$ cat config.mk
export PLATFORM = sky130hd
export DESIGN_NAME = radix_n_digit_emitter
export DESIGN_NICKNAME = d
export VERILOG_FILES = /design/src/hdl/rne_pkg.sv /design/src/hdl/rne_ram.sv /design/src/hdl/rne_ctrl.sv /design/src/hdl/rne_datapath.sv /design/src/hdl/radix_n_digit_emitter.sv
export SDC_FILE = /design/constraint.sdc
export NUM_CORES = 2
export LEC_CHECK = 0
export BUFFER_PORTS_ARGS = -buffer_cell sky130_fd_sc_hd__buf_4
export CELL_PAD_IN_SITES_DETAIL_PLACEMENT = 1
export CELL_PAD_IN_SITES_GLOBAL_PLACEMENT = 2
export CORE_MARGIN = 3
export CORE_UTILIZATION = 48
export DETAILED_ROUTE_END_ITERATION = 6
export PLACE_DENSITY = 0.92
export REMOVE_ABC_BUFFERS = 1
export SETUP_SLACK_MARGIN = 0.4
export SLEW_MARGIN = 10
export SYNTH_ARGS = -nofsm -noshare
export SYNTH_HDL_FRONTEND = slang
export SYNTH_SLANG_ARGS = --single-unit
$ cat constraint.sdc
create_clock -name clk -period 9.6 [get_ports clk]
set_input_delay 0 -clock clk [delete_from_list [all_inputs] [get_ports clk]]
set_output_delay 0 -clock clk [all_outputs]
set_load 0.01 [all_outputs]
$ cat src/hdl/rne_pkg.sv
`timescale 1ns / 1ps
// rne_pkg: shared types, character constants and radix helpers for the digit emitter
// no dependencies; used by rne_ctrl, rne_datapath and radix_n_digit_emitter
package rne_pkg;

	localparam logic [6:0] CHAR_ZERO     = 7'd48;
	localparam logic [6:0] CHAR_A        = 7'd65;
	localparam logic [5:0] DECIMAL_SPLIT = 6'd10;
	localparam logic [5:0] RADIX_RESET   = 6'd10;
	localparam logic [5:0] RADIX_MIN     = 6'd2;
	localparam logic [5:0] RADIX_MAX     = 6'd36;

	// commands from controller to datapath
	typedef struct packed {
		logic start;
		logic search_step;
		logic fetch;
		logic div_step;
		logic emit;
	} rne_cmd_t;

	// status from datapath to controller
	typedef struct packed {
		logic search_done;
		logic div_done;
		logic k_zero;
		logic out_free;
	} rne_status_t;

	// saturate the programmed base into 2..36
	function automatic logic [5:0] eff_radix(input logic [5:0] r);
		logic [5:0] e;
		e = r;
		if (r < RADIX_MIN) begin
			e = RADIX_MIN;
		end else if (r > RADIX_MAX) begin
			e = RADIX_MAX;
		end
		return e;
	endfunction

	// index of the top quotient bit a digit can need, msb of (radix - 1)
	function automatic logic [2:0] quot_msb(input logic [5:0] r);
		logic [5:0] m;
		logic [2:0] idx;
		m = r - 6'd1;
		idx = 3'd0;
		for (int i = 0; i < 6; i++) begin
			if (m[i]) begin
				idx = 3'(i);
			end
		end
		return idx;
	endfunction

endpackage

$ cat src/hdl/rne_ram.sv
`timescale 1ns / 1ps
// rne_ram: generic single write port, single read port ram with registered read
// no dependencies
module rne_ram #(
	parameter int WIDTH = 31,
	parameter int DEPTH = 31
) (
	input  logic                     clk,
	input  logic                     we,
	input  logic [$clog2(DEPTH)-1:0] waddr,
	input  logic [WIDTH-1:0]         wdata,
	input  logic                     re,
	input  logic [$clog2(DEPTH)-1:0] raddr,
	output logic [WIDTH-1:0]         rdata
);

	logic [WIDTH-1:0] mem_q [DEPTH];
	logic [WIDTH-1:0] rdata_q;

	always_ff @(posedge clk) begin
		if (we) begin
			mem_q[waddr] <= wdata;
		end
		if (re) begin
			rdata_q <= mem_q[raddr];
		end
	end

	assign rdata = rdata_q;

endmodule

$ cat src/hdl/rne_ctrl.sv
`timescale 1ns / 1ps
// rne_ctrl: sequencer for power search, digit division and character hand-off
// depends on rne_pkg
module rne_ctrl (
	input  logic                clk,
	input  logic                arst_n,
	input  logic                in_valid,
	input  rne_pkg::rne_status_t status,
	output rne_pkg::rne_cmd_t    cmd,
	output logic                busy
);
	import rne_pkg::*;

	typedef enum logic [2:0] {
		S_IDLE,
		S_SEARCH,
		S_FETCH,
		S_DIV,
		S_EMIT
	} state_t;

	state_t state_q;
	logic   busy_q;

	always_comb begin
		cmd = '0;
		case (state_q)
			S_IDLE:   cmd.start       = in_valid && !busy_q;
			S_SEARCH: cmd.search_step = 1'b1;
			S_FETCH:  cmd.fetch       = 1'b1;
			S_DIV:    cmd.div_step    = 1'b1;
			S_EMIT:   cmd.emit        = status.out_free;
			default:  cmd             = '0;
		endcase
	end

	always_ff @(posedge clk or negedge arst_n) begin
		if (!arst_n) begin
			state_q <= S_IDLE;
			busy_q  <= 1'b0;
		end else begin
			case (state_q)
				S_IDLE: begin
					if (cmd.start) begin
						state_q <= S_SEARCH;
						busy_q  <= 1'b1;
					end
				end
				S_SEARCH: begin
					if (status.search_done) begin
						state_q <= S_FETCH;
					end
				end
				S_FETCH: begin
					state_q <= S_DIV;
				end
				S_DIV: begin
					if (status.div_done) begin
						state_q <= S_EMIT;
					end
				end
				S_EMIT: begin
					if (status.out_free) begin
						if (status.k_zero) begin
							state_q <= S_IDLE;
							busy_q  <= 1'b0;
						end else begin
							state_q <= S_DIV;
						end
					end
				end
				default: begin
					state_q <= S_IDLE;
					busy_q  <= 1'b0;
				end
			endcase
		end
	end

	assign busy = busy_q;

	// busy flag tracks the idle state exactly
	a_busy_idle: assert property (@(posedge clk) disable iff (!arst_n)
		(state_q == S_IDLE) == !busy_q)
		else $error("busy flag out of step with idle state");

endmodule

$ cat src/hdl/rne_datapath.sv
`timescale 1ns / 1ps
// rne_datapath: radix register, power stack ram, restoring digit divider, output register
// depends on rne_pkg and rne_ram
module rne_datapath #(
	parameter int VALUE_WIDTH = 31
) (
	input  logic                   clk,
	input  logic                   arst_n,
	input  logic                   cfg_valid,
	output logic                   cfg_ready,
	input  logic [5:0]             radix,
	input  logic [VALUE_WIDTH-1:0] value,
	input  rne_pkg::rne_cmd_t      cmd,
	output rne_pkg::rne_status_t   status,
	output logic                   out_valid,
	input  logic                   out_stall,
	output logic [6:0]             digit_char,
	output logic                   last_digit
);
	import rne_pkg::*;

	localparam int VW = VALUE_WIDTH;
	localparam int PW = VALUE_WIDTH + 6;
	localparam int AW = $clog2(VALUE_WIDTH);

	logic [5:0]    radix_q;
	logic [5:0]    eff;
	logic [2:0]    msb;
	logic [VW-1:0] rem_q;
	logic [VW-1:0] pow_q;
	logic [AW-1:0] k_q;
	logic [2:0]    bit_q;
	logic [5:0]    dig_q;
	logic          out_valid_q;
	logic [6:0]    out_char_q;
	logic          out_last_q;

	logic [PW-1:0] prod;
	logic [PW-1:0] shifted;
	logic [VW-1:0] ram_rdata;
	logic          ram_re;
	logic [AW-1:0] ram_raddr;
	logic [6:0]    char_d;
	logic          k_zero;
	logic          out_free;

	assign cfg_ready = 1'b1;
	assign eff       = eff_radix(radix_q);
	assign msb       = quot_msb(eff);

	// next power candidate
	assign prod    = PW'(pow_q) * PW'(eff);
	assign shifted = PW'(ram_rdata) << bit_q;

	assign k_zero   = (k_q == '0);
	assign out_free = !out_valid_q || !out_stall;

	assign ram_re    = cmd.fetch || (cmd.emit && !k_zero);
	assign ram_raddr = cmd.fetch ? k_q : k_q - AW'(1);

	assign char_d = (dig_q >= DECIMAL_SPLIT) ? (7'(dig_q) - 7'(DECIMAL_SPLIT) + CHAR_A)
	                                         : (7'(dig_q) + CHAR_ZERO);

	assign status.search_done = (prod > PW'(rem_q));
	assign status.div_done    = (bit_q == 3'd0);
	assign status.k_zero      = k_zero;
	assign status.out_free    = out_free;

	rne_ram #(
		.WIDTH(VW),
		.DEPTH(VW)
	) u_pow_ram (
		.clk  (clk),
		.we   (cmd.search_step),
		.waddr(k_q),
		.wdata(pow_q),
		.re   (ram_re),
		.raddr(ram_raddr),
		.rdata(ram_rdata)
	);

	always_ff @(posedge clk or negedge arst_n) begin
		if (!arst_n) begin
			radix_q     <= RADIX_RESET;
			out_valid_q <= 1'b0;
		end else begin
			if (cfg_valid && cfg_ready) begin
				radix_q <= radix;
			end
			if (cmd.emit) begin
				out_valid_q <= 1'b1;
			end else if (!out_stall) begin
				out_valid_q <= 1'b0;
			end
		end
	end

	always_ff @(posedge clk) begin
		if (cmd.start) begin
			rem_q <= value;
			pow_q <= VW'(1);
			k_q   <= '0;
		end
		if (cmd.search_step && !status.search_done) begin
			pow_q <= prod[VW-1:0];
			k_q   <= k_q + AW'(1);
		end
		if (cmd.fetch) begin
			bit_q <= msb;
			dig_q <= '0;
		end
		if (cmd.div_step) begin
			if (PW'(rem_q) >= shifted) begin
				rem_q <= rem_q - shifted[VW-1:0];
				dig_q <= dig_q | (6'd1 << bit_q);
			end
			bit_q <= bit_q - 3'd1;
		end
		if (cmd.emit) begin
			out_char_q <= char_d;
			out_last_q <= k_zero;
			if (!k_zero) begin
				k_q   <= k_q - AW'(1);
				bit_q <= msb;
				dig_q <= '0;
			end
		end
	end

	assign out_valid  = out_valid_q;
	assign digit_char = out_char_q;
	assign last_digit = out_last_q;

	// a finished digit is always below the base
	a_digit_range: assert property (@(posedge clk) disable iff (!arst_n)
		cmd.emit |-> (dig_q < eff))
		else $error("digit not below radix");

	// nothing is left over after the last character
	a_rem_clear: assert property (@(posedge clk) disable iff (!arst_n)
		(cmd.emit && k_zero) |-> (rem_q == '0))
		else $error("remainder left after final digit");

	// the power stack never runs past its last entry
	a_stack_bound: assert property (@(posedge clk) disable iff (!arst_n)
		(cmd.search_step && !status.search_done) |-> (32'(k_q) < VW - 1))
		else $error("power stack overflow");

	// an emit never overwrites a word the receiver has not taken
	a_no_overwrite: assert property (@(posedge clk) disable iff (!arst_n)
		(out_valid_q && out_stall) |-> !cmd.emit)
		else $error("output word overwritten while stalled");

endmodule

$ cat src/hdl/radix_n_digit_emitter.sv
`timescale 1ns / 1ps
// radix_n_digit_emitter: top level, integer to base-n ascii character stream
// depends on rne_pkg, rne_ctrl and rne_datapath (which holds rne_ram)
//
// usage
//   config: one register, radix, written through cfg_valid / cfg_ready (ready is
//   always high). bases outside 2..36 saturate to the nearest end. write it only
//   while the block is idle. reset value is 10.
//   input: value is taken when in_valid is high and in_stall is low. in_stall is
//   high from the accepted word until the last character of that number has been
//   loaded into the output register.
//   output: one word per character, most significant first, digit_char in ascii
//   ('0'-'9', then 'A'-'Z'), last_digit high on the final one. zero gives "0".
//   out_valid / out_stall: a stalled word holds; the block waits on the output
//   register, and the next number can be accepted while the last character waits.
// sequence, per number
//   the idle state takes the word, then a power search (one multiply and compare per
//   cycle) stacks the powers of the radix, a single ram fetch reads the highest, and
//   each digit is then found by a restoring divide and handed off
//   the powers found in the search are kept in a small ram and read back highest first
// reset: asynchronous, active low; clears the sequencer, output valid and radix
module radix_n_digit_emitter #(
	parameter int VALUE_WIDTH = 31
) (
	input  logic                   clk,
	input  logic                   arst_n,
	// configuration write
	input  logic                   cfg_valid,
	output logic                   cfg_ready,
	input  logic [5:0]             radix,
	// input word
	input  logic                   in_valid,
	output logic                   in_stall,
	input  logic [VALUE_WIDTH-1:0] value,
	// output word
	output logic                   out_valid,
	input  logic                   out_stall,
	output logic [6:0]             digit_char,
	output logic                   last_digit
);
	import rne_pkg::*;

	rne_cmd_t    cmd;
	rne_status_t status;
	logic        busy;

	// sequencer: idle, search, fetch, divide, emit
	rne_ctrl u_ctrl (
		.clk     (clk),
		.arst_n  (arst_n),
		.in_valid(in_valid),
		.status  (status),
		.cmd     (cmd),
		.busy    (busy)
	);

	// radix register, power stack, digit divider and output register
	rne_datapath #(
		.VALUE_WIDTH(VALUE_WIDTH)
	) u_dp (
		.clk       (clk),
		.arst_n    (arst_n),
		.cfg_valid (cfg_valid),
		.cfg_ready (cfg_ready),
		.radix     (radix),
		.value     (value),
		.cmd       (cmd),
		.status    (status),
		.out_valid (out_valid),
		.out_stall (out_stall),
		.digit_char(digit_char),
		.last_digit(last_digit)
	);

	// one number at a time
	assign in_stall = busy;

endmodule
### Yosys cells after proc, flatten, opt, wreduce, memory -nomap -nowiden

Memory sizes are Yosys's and may differ from the RTL's. A register that Yosys moved wholly into a read port is not among the register bits.
Index checks and enable logic that the tools add are counted.

* add/sub/neg operators: 8
* multipliers: 1
* div/mod/pow operators: 0
* order comparisons: 5
* equal/unequal tests: 10
* shift-type cells: 2
* mux-type cells: 46
* bitwise gates (word level): 2
* reductions and logical operators: 17

Operators by type and width (number)
* 2-to-1 mux 31 bit: 5
* 2-to-1 mux 6 bit: 7
* greater-or-equal comparator 31 x 37 -> 1 bit: 1
* greater-than comparator 37 x 31 -> 1 bit: 1
* multiplier 31 x 6 -> 37 bit: 1
* << shifter 31 x 3 -> 37 bit: 1
* subtractor 31 bit: 1
* 2-to-1 mux 3 bit: 10
* 2-to-1 mux 5 bit: 5
* case mux 3 bit (5 select lines): 1
* 2-to-1 mux 1 bit: 13
* != test 2 x 1 -> 1 bit (second input constant): 4
* AND reduction 4 bit: 2
* adder 6 x 6 -> 7 bit (second input constant): 1
* adder 7 bit (second input constant): 1
* 2-to-1 mux 7 bit: 1
* subtractor 6 x 4 -> 7 bit (second input constant): 1
* equality test 3 x 2 -> 1 bit (second input constant): 2
* greater-or-equal comparator 6 x 4 -> 1 bit (second input constant): 1
* greater-than comparator 6 bit (second input constant): 1
* zero test 3 bit: 2
* less-than comparator 6 x 2 -> 1 bit (second input constant): 1
* 2-to-1 mux 2 bit: 3
* bitwise OR 6 bit: 1
* 16 further kinds: 24

* register bits: 95
* latch bits: 0
* RAM bits: 961
* bits in read-only memories: 0
* output and inout bits: 11
* logic and storage cells: 103
* memories: 1

Memory list
* u_dp.u_pow_ram.mem_q: words 31, width 31, read ports 1, clocked after memory_dff 1, wr ports 1, RTL line rne_ram.sv:17 `logic [WIDTH-1:0] mem_q [DEPTH];`

### Logic depth before layout (Yosys ltp)

* depth after elaboration: 13
* gate-level depth with buffers: 36
* depth with buffers taken out: 32

### Cells and area by module

From an unflattened synthesis, not the netlist that was laid out.

* cell total of the unflattened synthesis: 3434
* area total of the unflattened synthesis: 51952.3 µm²

By module, submodules not included
* rne_ram: instances 1, cells an instance 1813, area each 38149.1 µm², sequential area each 29788.6 µm²
* rne_datapath: instances 1, cells an instance 1587, area each 13521.7 µm², sequential area each 2249.7 µm²
* rne_ctrl: instances 1, cells an instance 34, area each 281.5 µm², sequential area each 100.1 µm²

### Least setup slack after synthesis

OpenSTA, ideal clock, no wires.

* path kind: register to register
* from: reg u_dp.radix_q[2]
* to: reg u_dp.pow_q[0], enable pin
* arrival time: 7.564 ns
* setup slack: 1.646 ns
* cell stages (with the launch flop): 33
* buffers on the path: 3
* period minus slack after synthesis: 7.954 ns
* cell sequence: dfrtp_1 -> clkbuf_1 -> or3_1 -> o21ai_0 -> buf_1 -> and2_1 -> fa_1 -> fa_1 -> inv_1 -> fa_1 -> inv_1 -> ha_1 -> a211oi_1 -> nor2_1 -> o41ai_1 -> nand2_1 -> a31oi_1 -> nor3_1 -> nor2_1 -> o21ai_0 -> xnor2_1 -> inv_1 -> ha_1 -> nand4_1 -> nor3_1 -> and4_1 -> o31ai_1 -> a41oi_1 -> o311ai_1 -> a221oi_1 -> nand4_1 -> buf_2 -> nand2_1

* cells in the longest elaborated chain, start to end: 8
* elaborated cells on any way between the ends: 9

RTL lines
* from (decl): RTL line rne_datapath.sv:26 `logic [5:0] radix_q;`
* from (signal assigned): RTL line rne_datapath.sv:88 `radix_q <= radix;`
* greater-than comparator 6 bit: RTL line rne_pkg.sv:36 `end else if (r > RADIX_MAX) begin`
* 2-to-1 mux 6 bit: RTL line rne_pkg.sv:36
* 2-to-1 mux 6 bit (*): RTL line rne_pkg.sv:34 `if (r < RADIX_MIN) begin`
* multiplier 31 x 6 -> 37 bit (*): RTL line rne_datapath.sv:52 `assign prod = PW'(pow_q) * PW'(eff);`
* named net u_dp.prod[25]: RTL line rne_datapath.sv:38 `logic [PW-1:0] prod;`
* greater-than comparator 37 x 31 -> 1 bit (*): RTL line rne_datapath.sv:64 `assign status.search_done = (prod > PW'(rem_q));`
* zero test 1 bit (*): RTL line rne_datapath.sv:104 `if (cmd.search_step && !status.search_done) begin`
* logical AND 1 bit (*): RTL line rne_datapath.sv:104
* nonzero test 2 bit (no source line) (*)
* to (signal assigned): RTL line rne_datapath.sv:105 `pow_q <= prod[VW-1:0];`
* to (decl): RTL line rne_datapath.sv:30 `logic [VW-1:0] pow_q;`

The timed path passes the listed nets; every way through them passes the cells marked *.
A chain may end at the register's enable or synchronous reset.

### Worst setup path in the final report

* from: reg u_dp.radix_q[2]
* to: reg u_dp.k_q[3]

* cells in the longest elaborated chain, start to end: 10
* elaborated cells on any way between the ends: 11

RTL lines
* greater-than comparator 6 bit: RTL line rne_pkg.sv:36
* 2-to-1 mux 6 bit: RTL line rne_pkg.sv:36
* 2-to-1 mux 6 bit (*): RTL line rne_pkg.sv:34
* multiplier 31 x 6 -> 37 bit (*): RTL line rne_datapath.sv:52
* named net u_dp.prod[25]: RTL line rne_datapath.sv:38
* greater-than comparator 37 x 31 -> 1 bit (*): RTL line rne_datapath.sv:64
* zero test 1 bit (*): RTL line rne_datapath.sv:104
* logical AND 1 bit (*): RTL line rne_datapath.sv:104
* 2-to-1 mux 5 bit (*): RTL line rne_datapath.sv:104
* 2-to-1 mux 5 bit: RTL line rne_datapath.sv:122 `if (!k_zero) begin`
* 2-to-1 mux 5 bit (*): RTL line rne_datapath.sv:119 `if (cmd.emit) begin`
* to (signal assigned): RTL line rne_datapath.sv:106 `k_q <= k_q + AW'(1);`
* to (signal assigned): RTL line rne_datapath.sv:123 `k_q <= k_q - AW'(1);`
* to (decl): RTL line rne_datapath.sv:31 `logic [AW-1:0] k_q;`

Marked as above.

==> results.yml <==
setup_path:
  cp.required_ns: 10.24
  cpMaxStageDelayCell: "or3_1"
  endpoint_kind: "flop"
  slowest_delay_ns: 0.54
  critPathBufInv: 4
  arrival_ns: 9.33
  path_class: "flop to flop"
  crit_fanout: 39
  critical-path-top-delay-family: "simple AND/OR/NAND/NOR gates"
  startpoint_type: "flop"
global_route:
  grt_usage_pct: 25.9
  grt_pass1_wl_um: 213000
  grt_max_degree: 147
  overflow: 0
  grt_pass1_vias: 32000
  antenna_found_initial: 6
run:
  cap_violations: 0
cts:
  cts_buffer_depth: 3
  cts_tree: "yes"
  clockRootBuffer: "clkbuf_16"
  clk_latency_ns: 0.72
  clock_sinks: 1087
  numCtsBuffers: 108
  cts.clk_slew.worst_paths_ns: 0.07
  htreeDepth: 3
timing:
  fin_ws_ns: 0.905
  setup_viol: 0
  period_needed_ns: 8.70
  fin_crit_sh_pct: 90.6
  max_slew_margin_pct: 20.9
  worst_pin_slew_ns: 1.19
  max_freq_ghz: 0.115
  drv_slew: 0
  hold_viol_final: 0
  hold_slack_ns: 0.115
  finalClockSkew_ns: 0.0493
  rsz0062_at_grt: "false"
detailed_routing:
  viasPerCell: 6.23
  first_iter_violations: 3415
  wire_per_inst_um: 29.6
  ant_nets: 0
  first_pass_iters: 5
  vias: 30100
  wl_um: 143000
  drc: 0
die:
  start_util_pct: 48.6
  fp.dieH_um: 333
  coreArea_um2: 106000
  ios: 53
  dieArea_um2: 111000
  die_w_um: 333
  row_count: 119
final_layout:
  nFillCells: 9759
  multi_input_area_um2: 18100
  layout-drive-gt1-share_pct: 20.9
  postLayoutCellArea_um2: 58100
  syn_to_final_growth_pct: 13.2
  nNetsFinal: 3639
  regArea_um2: 32100
yosys:
  yosysTopAreaCell: "edfxtp_1"
  ys.flop_type: "edfxtp_1"
  synthTopCellsByArea: "edfxtp_1 (60%), mux4_2 (13%), fa_1 (4.6%)"
  synth-async-reset-ratio_pct: 1.01
  syn_area_um2: 51300
  synth_top_area_share_pct: 60.3
  yosysWarnings: 0
  synth_edf_count: 1031
  yosysUniqueCellTypes: 80
  synth.avg_cell_area_um2: 16.0
  synth_seq_cells: 1087
  synth_cells: 3206
  ys_seq_area_share_pct: 62.6
place:
  gp_congestion: 0.880
  dpl_cell_area_um2: 53800
  hpwl_um: 88400
  post-place-ws_ns: 0.788
  io_buffers: 51
run_status:
  outcome: "finished clean"
hold_path:
  hold_path.class: "primary input to flop"
[flip-flops by register name (all words and copies together) (netlist names), 3 cells and up]
name and count:
u_ctrl.state_q 3, u_dp.bit_q 3, u_dp.dig_q 6, u_dp.digit_char 7
u_dp.k_q 5, u_dp.pow_q 31, u_dp.radix_q 6, u_dp.rem_q 31
u_dp.u_pow_ram.mem_q 961, u_dp.u_pow_ram.rdata 31
[metal layers]
metal	global-route usage (%)	wire, um
met2	43.6	71600
met1	35.6	57600
met3	3.40	9420
met4	7.71	4470
met5	0	0
[cell type report]
class | instances | share of cell area, %
flip-flops and latches | 1087 | 55.3
multi-input cells | 1755 | 31.2
clock buffers | 130 | 4.85
well taps | 1391 | 3.00
repair buffers | 192 | 2.85
clock inverters | 70 | 1.38
inverters | 213 | 1.38
diodes | 1 | 0.00431
[worst register-to-register path, delay by kind of cell (launching register included)]
kind / cells / cell delay (ns)
flops: 1 / 0.51
mux: 1 / 0.24
buf+inv: 4 / 0.46
fa+ha+maj: 5 / 2.24
compound gates: 8 / 1.71
simple gates: 13 / 3.28
xor+xnor: 1 / 0.18
[synthesized netlist by cell type, types with 5 or more instances]
master	count
buf_2	39
mux4_2	300
ha_1	122
a31oi_1	69
a22oi_1	8
o211ai_1	5
clkbuf_1	94
or3_1	9
dfrtp_1	9
xnor2_1	43
nor2_1	167
inv_1	212
nor3_1	21
edfxtp_1	1031
o31ai_1	8
nor4_1	7
a21o_1	33
nor2b_1	46
mux2i_1	37
o21bai_1	11
a211oi_1	15
and3_1	9
xor2_1	17
nand2_1	240
nand2b_1	13
nand3_1	29
dfxtp_1	45
mux2_2	38
o21a_1	8
buf_1	12
nand3b_1	8
o21ai_0	72
fa_1	118
and2_1	127
a21oi_1	87
nand4_1	19
[final timing paths]
check                                 from                end  slack (ns)  cells past startpoint
hold / removal                   value[15]     u_dp.rem_q[15]        0.11                      4
setup reg to reg           u_dp.radix_q[2]        u_dp.k_q[3]        0.90                     32
max in group asynchronous           arst_n  u_ctrl.state_q[2]        8.69                      3
hold reg to reg              u_dp.rem_q[4]      u_dp.rem_q[4]        0.51                      2
setup / recovery           u_dp.radix_q[2]        u_dp.k_q[3]        0.90                     32
min in group asynchronous           arst_n    u_dp.radix_q[2]        0.44                      3
[stage by stage]
stage               util [%]  TNS, ns  std cells
floorplan                  -  -426.51       3054
detailed placement      50.9        0       4583
global route            55.0        0       4838
global placement        50.9        0       4583
finish                  55.0        0       4839
CTS                     54.8        0       4832
[kinds of logic after synthesis]
logic type,count (synthesis),synth area share [%]
xor gates and xnor gates,60,1.02
buffers and inverters,365,2.82
and+or+nand+nor,710,6.63
DFF,1087,62.6
AOI/OAI and AO/OA,368,4.61
other,1,0.00731
muxes,375,14.7
adders and majority gates,240,7.58
[layout by cell type (no fill, tap or decap), drive strengths merged, types with 19 or more instances in the layout]
master	n
nand4	19
o21ai	76
clkinv	41
ha	122
mux2	38
edfxtp	1031
buf	143
xnor2	43
nand2	240
inv	217
a31oi	69
a21oi	87
nor2b	46
nor3	21
a21o	33
dlygate4sd3	49
mux2i	37
nor2	169
fa	118
dfxtp	45
nand3	29
mux4	300
clkbuf	130
and2	127
[what timing repair did]
action	in CTS	in global routing
endpoints found under the hold margin	70	0
hold buffers	49	0
setup buffers	0	1
setup endpoints to repair	0	69
resized for setup	0	8
Power is not shown: default switching activity piles up to over one toggle a cycle in this logic, so the estimate is an artifact.
